<file path="config.mk">
export PLATFORM = sky130hd
export DESIGN_NAME = stepper_trapezoid_pulse_gen
export DESIGN_NICKNAME = d
export VERILOG_FILES = /design/src/hdl/stpg_pkg.sv /design/src/hdl/stepper_trapezoid_pulse_gen.sv
export SDC_FILE = /design/constraint.sdc
export NUM_CORES = 2
export LEC_CHECK = 0
export BUFFER_PORTS_ARGS = -buffer_cell sky130_fd_sc_hd__buf_2
export CAP_MARGIN = 20
export CORE_ASPECT_RATIO = 2
export CORE_MARGIN = 2
export CORE_UTILIZATION = 50
export DETAILED_ROUTE_END_ITERATION = 8
export PLACE_DENSITY = 0.66
export SLEW_MARGIN = 20
export SYNTH_ARGS = -nofsm -noshare
export SYNTH_HDL_FRONTEND = slang
export SYNTH_SLANG_ARGS = --single-unit
</file>
<file path="constraint.sdc">
create_clock -name clk -period 10.9 [get_ports clk]
set_input_delay 0 -clock clk [delete_from_list [all_inputs] [get_ports clk]]
set_output_delay 0 -clock clk [all_outputs]
set_load 0.02 [all_outputs]
</file>
<file path="src/hdl/stpg_pkg.sv">
`timescale 1ns / 1ps
`default_nettype none

package stpg_pkg;

	// default datapath widths
	localparam int COUNT_WIDTH_DEF = 24;
	localparam int FREQ_WIDTH_DEF  = 17;

	// ramp length register is always 16 bits
	localparam int RAMP_W = 16;

	// configuration port
	localparam int CFG_IDX_W = 3;

	localparam logic [CFG_IDX_W-1:0] REG_TOTAL_STEPS = 3'd0;
	localparam logic [CFG_IDX_W-1:0] REG_CRUISE_FREQ = 3'd1;
	localparam logic [CFG_IDX_W-1:0] REG_DIRECTION   = 3'd2;
	localparam logic [CFG_IDX_W-1:0] REG_START_FREQ  = 3'd3;
	localparam logic [CFG_IDX_W-1:0] REG_RAMP_STEPS  = 3'd4;
	localparam logic [CFG_IDX_W-1:0] REG_FREQ_CEIL   = 3'd5;
	localparam logic [CFG_IDX_W-1:0] REG_HALF_NUM    = 3'd6;

	// register reset values
	localparam int RST_TOTAL_STEPS = 14400;
	localparam int RST_CRUISE_FREQ = 720;
	localparam int RST_START_FREQ  = 300;
	localparam int RST_RAMP_STEPS  = 300;
	localparam int RST_FREQ_CEIL   = 1500;
	localparam int RST_HALF_NUM    = 500000;

endpackage

`default_nettype wire

</file>
<file path="src/hdl/stepper_trapezoid_pulse_gen.sv">
// Sequencing: a tick word inside a half period passes through S_TICK and S_PUSH, an idle tick
// goes straight to S_PUSH; S_PUSH holds while the output is stalled. A word that opens a ramp step
// runs one shared restoring divider for the ramp point (FREQ_WIDTH+16 iterations), then for the
// half period (COUNT_WIDTH iterations); a cruise step skips the ramp divide.
// One word at a time: s_tready is high only in idle, until the result is loaded.
// Reset: arst_n clears the sequencer and move state; registers return to their defaults.
`timescale 1ns / 1ps
`default_nettype none

module stepper_trapezoid_pulse_gen #(
	parameter int COUNT_WIDTH = stpg_pkg::COUNT_WIDTH_DEF,
	parameter int FREQ_WIDTH  = stpg_pkg::FREQ_WIDTH_DEF
) (
	input  wire                                   clk,
	input  wire                                   arst_n,
	// tick stream; tdata: [0] start_req
	input  wire                                   s_tvalid,
	output logic                                  s_tready,
	input  wire  [7:0]                            s_tdata,
	// result stream; tdata: [0] pulse_level, [1] dir_level, [2] busy_res,
	// [3] done_res, then step_index, then step_freq, zero fill
	output logic                                  m_tvalid,
	input  wire                                   m_tready,
	output logic [((4+COUNT_WIDTH+FREQ_WIDTH+7)/8)*8-1:0] m_tdata,
	// configuration write channel
	input  wire                                   cfg_valid,
	output logic                                  cfg_ready,
	input  wire  [stpg_pkg::CFG_IDX_W-1:0]        cfg_index,
	input  wire  [((COUNT_WIDTH > FREQ_WIDTH) ? COUNT_WIDTH : FREQ_WIDTH)-1:0] cfg_data
);

	localparam int C   = COUNT_WIDTH;
	localparam int F   = FREQ_WIDTH;
	localparam int RW  = stpg_pkg::RAMP_W;
	localparam int OW  = ((4 + C + F + 7) / 8) * 8;
	// divider sizes
	localparam int DVW = (F > RW) ? F : RW;
	localparam int NW1 = F + RW;
	localparam int NW  = (NW1 > C) ? NW1 : C;
	localparam int CW  = $clog2(NW + 1);

	typedef enum logic [3:0] {
		S_IDLE,
		S_TICK,
		S_PICK,
		S_LD1,
		S_DIV1,
		S_FREQ,
		S_DIV2,
		S_HALF,
		S_PUSH
	} state_t;

	state_t state_q;

	// configuration registers
	logic [C-1:0]  total_q;
	logic [F-1:0]  cruise_q;
	logic          dir_q;
	logic [F-1:0]  startf_q;
	logic [RW-1:0] ramp_q;
	logic [F-1:0]  ceil_q;
	logic [C-1:0]  num_q;

	// move state
	logic          running_q;
	logic          phase_q;
	logic [C-1:0]  step_q;
	logic [C-1:0]  timer_q;
	logic [C-1:0]  hpt_q;
	logic [F-1:0]  clamp_q;
	logic [F-1:0]  freq_q;
	logic          tick_after_q;

	// pending result word
	logic          res_pulse_q;
	logic          res_busy_q;
	logic          res_done_q;
	logic [C-1:0]  res_idx_q;
	logic [F-1:0]  res_freq_q;

	// output register
	logic          m_valid_q;
	logic [OW-1:0] m_data_q;

	// shared divider
	logic [NW-1:0]    dvd_q;
	logic [DVW-1:0]   den_q;
	logic [DVW-1:0]   rem_q;
	logic [NW-1:0]    quo_q;
	logic [CW-1:0]    cnt_q;
	logic [NW1-1:0]   prod_q;

	logic [DVW+1:0]   trial;
	logic             take;

	logic             in_acc;
	logic             start_req;
	logic [F-1:0]     cruise_lim;
	logic [F-1:0]     cruise_clamp;
	logic [F-1:0]     span;
	logic             in_up;
	logic             in_dn;
	logic [C-1:0]     rem_steps;
	logic [RW-1:0]    mul_x;
	logic [C-1:0]     timer_dec;
	logic             last_step;
	logic [F-1:0]     ramp_freq;
	logic [F-1:0]     cruise_fix;
	logic [C-1:0]     half_ticks;
	logic             out_load;

	assign in_acc    = s_tvalid && s_tready;
	assign start_req = s_tdata[0];
	assign s_tready  = (state_q == S_IDLE);
	assign cfg_ready = 1'b1;
	assign m_tvalid  = m_valid_q;
	assign m_tdata   = m_data_q;
	assign out_load  = (state_q == S_PUSH) && (!m_valid_q || m_tready);

	// restoring divide step
	always_comb begin
		trial = {1'b0, rem_q, dvd_q[NW-1]} - {2'b00, den_q};
		take  = !trial[DVW+1];
	end

	// cruise clamp, ramp selection and step-end checks
	always_comb begin
		cruise_lim   = (cruise_q > ceil_q) ? ceil_q : cruise_q;
		cruise_clamp = (cruise_lim < startf_q) ? startf_q : cruise_lim;
		span         = (clamp_q >= startf_q) ? (clamp_q - startf_q) : '0;
		in_up        = (ramp_q != '0) && (step_q < C'(ramp_q));
		in_dn        = (ramp_q != '0) && !in_up &&
		               (((C+1)'(step_q) + (C+1)'(ramp_q)) > (C+1)'(total_q));
		rem_steps    = (total_q > step_q) ? (total_q - step_q) : '0;
		mul_x        = in_up ? step_q[RW-1:0] : rem_steps[RW-1:0];
		timer_dec    = (timer_q != '0) ? (timer_q - C'(1)) : '0;
		last_step    = (((C+1)'(step_q) + (C+1)'(1)) >= (C+1)'(total_q)) ||
		               (step_q == {C{1'b1}});
		ramp_freq    = startf_q + quo_q[F-1:0];
		cruise_fix   = (clamp_q == '0) ? F'(1) : clamp_q;
		half_ticks   = (quo_q[C-1:0] == '0) ? C'(1) : quo_q[C-1:0];
	end

	// sequencer, move state, divider and output register
	always_ff @(posedge clk or negedge arst_n) begin
		if (!arst_n) begin
			state_q      <= S_IDLE;
			total_q      <= C'(stpg_pkg::RST_TOTAL_STEPS);
			cruise_q     <= F'(stpg_pkg::RST_CRUISE_FREQ);
			dir_q        <= 1'b1;
			startf_q     <= F'(stpg_pkg::RST_START_FREQ);
			ramp_q       <= RW'(stpg_pkg::RST_RAMP_STEPS);
			ceil_q       <= F'(stpg_pkg::RST_FREQ_CEIL);
			num_q        <= C'(stpg_pkg::RST_HALF_NUM);
			running_q    <= 1'b0;
			phase_q      <= 1'b0;
			step_q       <= '0;
			timer_q      <= '0;
			hpt_q        <= '0;
			clamp_q      <= '0;
			freq_q       <= '0;
			tick_after_q <= 1'b0;
			res_pulse_q  <= 1'b0;
			res_busy_q   <= 1'b0;
			res_done_q   <= 1'b0;
			res_idx_q    <= '0;
			res_freq_q   <= '0;
			m_valid_q    <= 1'b0;
			m_data_q     <= '0;
			dvd_q        <= '0;
			den_q        <= '0;
			rem_q        <= '0;
			quo_q        <= '0;
			cnt_q        <= '0;
			prod_q       <= '0;
		end else begin
			// config writes
			if (cfg_valid && cfg_ready) begin
				unique case (cfg_index)
					stpg_pkg::REG_TOTAL_STEPS: total_q  <= cfg_data[C-1:0];
					stpg_pkg::REG_CRUISE_FREQ: cruise_q <= cfg_data[F-1:0];
					stpg_pkg::REG_DIRECTION:   dir_q    <= cfg_data[0];
					stpg_pkg::REG_START_FREQ:  startf_q <= cfg_data[F-1:0];
					stpg_pkg::REG_RAMP_STEPS:  ramp_q   <= cfg_data[RW-1:0];
					stpg_pkg::REG_FREQ_CEIL:   ceil_q   <= cfg_data[F-1:0];
					stpg_pkg::REG_HALF_NUM:    num_q    <= cfg_data[C-1:0];
					default: ;
				endcase
			end

			// output drain
			if (m_valid_q && m_tready && !out_load) begin
				m_valid_q <= 1'b0;
			end

			unique case (state_q)
				S_IDLE: begin
					if (in_acc) begin
						if (!running_q && start_req && total_q != '0) begin
							clamp_q      <= cruise_clamp;
							running_q    <= 1'b1;
							step_q       <= '0;
							tick_after_q <= 1'b1;
							state_q      <= S_PICK;
						end else if (running_q) begin
							state_q <= S_TICK;
						end else begin
							// idle tick; zero-length move reports done
							res_pulse_q <= 1'b0;
							res_busy_q  <= 1'b0;
							res_done_q  <= start_req;
							res_idx_q   <= '0;
							res_freq_q  <= '0;
							state_q     <= S_PUSH;
						end
					end
				end

				S_TICK: begin
					res_pulse_q <= phase_q;
					res_busy_q  <= 1'b1;
					res_done_q  <= (timer_dec == '0) && !phase_q && last_step;
					res_idx_q   <= step_q;
					res_freq_q  <= freq_q;
					if (timer_dec != '0) begin
						timer_q <= timer_dec;
						state_q <= S_PUSH;
					end else if (phase_q) begin
						// high half over, low half starts
						phase_q <= 1'b0;
						timer_q <= hpt_q;
						state_q <= S_PUSH;
					end else if (last_step) begin
						running_q <= 1'b0;
						timer_q   <= '0;
						state_q   <= S_PUSH;
					end else begin
						step_q       <= step_q + C'(1);
						timer_q      <= '0;
						tick_after_q <= 1'b0;
						state_q      <= S_PICK;
					end
				end

				// ramp or cruise frequency for step_q
				S_PICK: begin
					if (in_up || in_dn) begin
						prod_q  <= NW1'(span) * NW1'(mul_x);
						state_q <= S_LD1;
					end else begin
						freq_q  <= cruise_fix;
						dvd_q   <= NW'(num_q) << (NW - C);
						den_q   <= DVW'(cruise_fix);
						rem_q   <= '0;
						quo_q   <= '0;
						cnt_q   <= CW'(C);
						state_q <= S_DIV2;
					end
				end

				S_LD1: begin
					dvd_q   <= NW'(prod_q) << (NW - NW1);
					den_q   <= DVW'(ramp_q);
					rem_q   <= '0;
					quo_q   <= '0;
					cnt_q   <= CW'(NW1);
					state_q <= S_DIV1;
				end

				S_DIV1, S_DIV2: begin
					dvd_q <= {dvd_q[NW-2:0], 1'b0};
					quo_q <= {quo_q[NW-2:0], take};
					rem_q <= take ? trial[DVW-1:0] : {rem_q[DVW-2:0], dvd_q[NW-1]};
					cnt_q <= cnt_q - CW'(1);
					if (cnt_q == CW'(1)) begin
						state_q <= (state_q == S_DIV1) ? S_FREQ : S_HALF;
					end
				end

				// ramp frequency done, now the half period
				S_FREQ: begin
					freq_q  <= (ramp_freq == '0) ? F'(1) : ramp_freq;
					dvd_q   <= NW'(num_q) << (NW - C);
					den_q   <= DVW'((ramp_freq == '0) ? F'(1) : ramp_freq);
					rem_q   <= '0;
					quo_q   <= '0;
					cnt_q   <= CW'(C);
					state_q <= S_DIV2;
				end

				S_HALF: begin
					hpt_q   <= half_ticks;
					timer_q <= half_ticks;
					phase_q <= 1'b1;
					state_q <= tick_after_q ? S_TICK : S_PUSH;
				end

				S_PUSH: begin
					if (out_load) begin
						m_valid_q <= 1'b1;
						m_data_q  <= OW'({res_freq_q, res_idx_q, res_done_q, res_busy_q,
						                  dir_q, res_pulse_q});
						state_q   <= S_IDLE;
					end
				end

				default: state_q <= S_IDLE;
			endcase
		end
	end

	// checks
	a_div_nonzero: assert property (@(posedge clk) disable iff (!arst_n)
		(state_q == S_DIV1 || state_q == S_DIV2) |-> (den_q != '0))
		else $error("divider running with zero divisor");

	a_busy_freq: assert property (@(posedge clk) disable iff (!arst_n)
		(m_valid_q && m_data_q[2]) |-> (m_data_q[4+C +: F] != '0))
		else $error("busy result with zero step frequency");

	a_idle_quiet: assert property (@(posedge clk) disable iff (!arst_n)
		(m_valid_q && !m_data_q[2]) |-> (!m_data_q[0] && m_data_q[4 +: C] == '0))
		else $error("idle result with pulse or step index");

	a_tick_period: assert property (@(posedge clk) disable iff (!arst_n)
		(state_q == S_TICK) |-> (running_q && hpt_q != '0))
		else $error("tick processed without a valid half period");

	a_push_idle: assert property (@(posedge clk) disable iff (!arst_n)
		out_load |=> (state_q == S_IDLE && m_valid_q))
		else $error("result load did not return to idle");

endmodule

`default_nettype wire
</file>
==> flow_metrics.tcl <==
set metrics [dict create \
    tightest_slew_ns 1.05 \
    synthFlopType "dfrtp_1" \
    slew_viol_final 0 \
    synth_cells 3724 \
    rows 137 \
    grt-busiest-layer "met2" \
    synth_area_um2 34900 \
    clkTransAtPathRegs_ns 0.07 \
    cts.sinks 449 \
    ys_ff_latch 449 \
    crit_path_frequent_cell "fa_1" \
    crit_path_start_kind "register" \
    use_met1 0.377 \
    cts_buffers 46 \
    cp-end-kind "register" \
    core-area_um2 69400 \
    ys_types 91 \
    place.gp.congestion 0.950 \
    die_w_um 191 \
    synth_edf_count 0 \
    seqPwrFrac 0.356 \
    clockRootBuffer "clkbuf_16" \
    fin_crit_sh 0.886 \
    async_reset_ff_frac 1.00 \
    area_growth_pct 9.89 \
    setup_violations 0 \
    crit_type "register to register" \
    fin_nets 4337 \
    cp.arrival_ns 10.10 \
    hold_class "input pin to asynchronous set/reset pin" \
    worst_clock_skew_ns 0.0261 \
    yosys_warnings 0 \
    grt_pass1_wl_mm 159 \
    die-area_um2 72000 \
    critPathRequiredTime_ns 11.35 \
    wire_per_inst_um 21.5 \
    grt_pass1_vias 27700 \
    p_clk_frac 0.253 \
    leakagePower_nw 18.6 \
    vdd_drop_max_v 0.000159 \
    clk_latency_ns 0.61 \
    cts_resized 0 \
    use_met3 0.0469 \
    grt.total_usage 0.288 \
    finalSetupTns_ns 0 \
    cellPowerDensity_nw_per_um2 176 \
    drv_cap 0 \
    post-dp-hpwl_mm 76.1 \
    io_buffers 79 \
    period_minus_slack_ns 9.65 \
    io_pins 91 \
    cts_max_level 2 \
    comb_power_share 0.391 \
    vias 27900 \
    grt_max_degree 120 \
    internal_power_mw 4.15 \
    slowest_delay_ns 0.76 \
    grt.overflow.total 0 \
    cts_tree "yes" \
    cp_num_buf_inv 4 \
    postSynthAreaPerCell_um2 9.37 \
    rsz0062_at_grt "no" \
    worst_hold_slack_ns 0.0230 \
    cts.path.max_buffers 3 \
    cp_slowest_cell "o41ai_1" \
    met2_usage 0.465 \
    drc 0 \
    grt_antenna_before_repair 2 \
    max_freq_ghz 0.104 \
    ys_seq_area_frac 0.323 \
    viasPerCell 5.90 \
    switchingPower_mw 2.62 \
    antenna_left 0 \
    drive_above_1_share 0.111 \
    max-slew-margin-rel 0.294 \
    start_util 0.503 \
    die_height_um 378 \
    timing.final.hold_violations 0 \
    drt-initial-drc-count 2211 \
    largest_reg_flops 45 \
    path_max_fanout 10 \
    switching_share 0.387 \
    wl_mm 102 \
    status "finished, final reports clean" \
    firstDrtPassIters 5 \
    cpLargestDelayFamily "adder cells" \
]
worst register-to-register path, delay by kind of cell, from the launching register on:
kind            cells  cell delay (ns)
fa+ha+maj           9             4.02
compound gates     11             2.89
simple gates        6             1.55
flops               1             0.44
xor+xnor            2             0.39
buf+inv             4             0.22
power groups by stage:
stage	clock, mW	combinational [mW]	sequential, mW
6_report	1.71	2.64	2.41
5_1_grt	1.81	2.93	2.45
4_1_cts	1.75	2.61	2.40
3_5_place_dp	0	2.58	2.43
3_3_place_gp	0	2.52	2.42
2_1_floorplan	0	1.92	2.32
layout by cell type, fill, tap and decap left out, drive strengths merged, types with 54 or more instances in the layout:
| cell type | n |
|---|---|
| nand2 | 502 |
| fa | 213 |
| buf | 138 |
| nor3 | 62 |
| xnor2 | 88 |
| mux2 | 138 |
| a21o | 74 |
| dfrtp | 418 |
| inv | 395 |
| a21oi | 123 |
| clkbuf | 68 |
| o21ai | 231 |
| nor2b | 59 |
| ha | 296 |
| mux2i | 54 |
| nor2 | 232 |
per-stage QoR:
step / util / cells / setup slack, ns / cell area (µm²) / total power, mW
3_5_place_dp: 0.523 / 4607 / 1.36 / 36300 / 5.01
6_report: 0.552 / 4728 / 1.25 / 38300 / 6.77
2_1_floorplan: - / 3726 / 2.19 / 34900 / 4.24
3_3_place_gp: 0.523 / 4607 / 1.44 / 36300 / 4.94
5_1_grt: 0.552 / 4727 / 0.638 / 38300 / 7.20
4_1_cts: 0.551 / 4723 / 1.29 / 38300 / 6.76
cell type report:
type	count	area, µm²
Timing Repair Buffer	170	1220
Fill cell	6250	31100
Antenna cell	1	2.50
Tap cell	903	1130
Inverter	394	1480
Clock inverter	16	270
Sequential cell	449	11300
Clock buffer	68	1360
Multi-Input combinational cell	2727	21600
logic make-up (layout without fill, tap and decap cells):
family                   after synthesis  count (layout)  share of synthesized area
XOR/XNOR                             124             124                     0.0311
flip-flops                           449             449                      0.323
other                                  2               5                   0.000215
buffers and inverters                550             648                     0.0606
AO/OA/AOI/OAI                        784             784                      0.149
adder cells (fa/ha/maj)              509             509                      0.228
multiplexers                         192             192                     0.0600
AND/OR/NAND/NOR                     1114            1114                      0.147
final timing paths:
path,from,endpoint,slack (ns),depth (start not counted)
worst min-delay path,arst_n,res_freq_q[5],0.02,2
min in group clk,cfg_index[2],dir_q,0.03,4
worst min register to register,res_idx_q[17],res_idx_q[17],0.48,2
worst max register to register,startf_q[0],prod_q[26],1.25,32
worst max-delay path,startf_q[0],prod_q[26],1.25,32
max in group asynchronous,arst_n,dvd_q[29],8.66,4
synthesized netlist by cell type (all sizes together), types with 31 or more instances:
cell / count / area share
clkbuf: 128 / 0.014
nand2: 502 / 0.054
a21oi: 123 / 0.018
nand3: 33 / 0.0047
dfrtp: 418 / 0.30
and3: 31 / 0.0056
nor3: 62 / 0.0090
a21o: 74 / 0.016
xnor2: 88 / 0.022
xor2: 36 / 0.0090
mux2: 138 / 0.045
mux2i: 54 / 0.015
dfstp: 31 / 0.023
nor4: 34 / 0.0069
a22oi: 46 / 0.010
inv: 394 / 0.042
o21ai: 231 / 0.033
nand2b: 37 / 0.0066
a22o: 52 / 0.013
ha: 296 / 0.11
nand4: 39 / 0.0070
nor2: 232 / 0.025
fa: 213 / 0.12
nor2b: 59 / 0.011
o21a: 34 / 0.0073
a31oi: 39 / 0.0072
metal layers:
layer | up-vias | part of all wire
met3 | 228 | 0.065
li1 | 12900 | -
met2 | 953 | 0.47
met1 | 13800 | 0.41
met5 | - | 0
met4 | 0 | 0.053
repair_timing:
action / CTS / global route
endpoints found under the hold margin: 238 / 0
buffers inserted: 0 / 0
hold buffers: 32 / 0
Note: power is estimated with default switching activity, not from simulation.
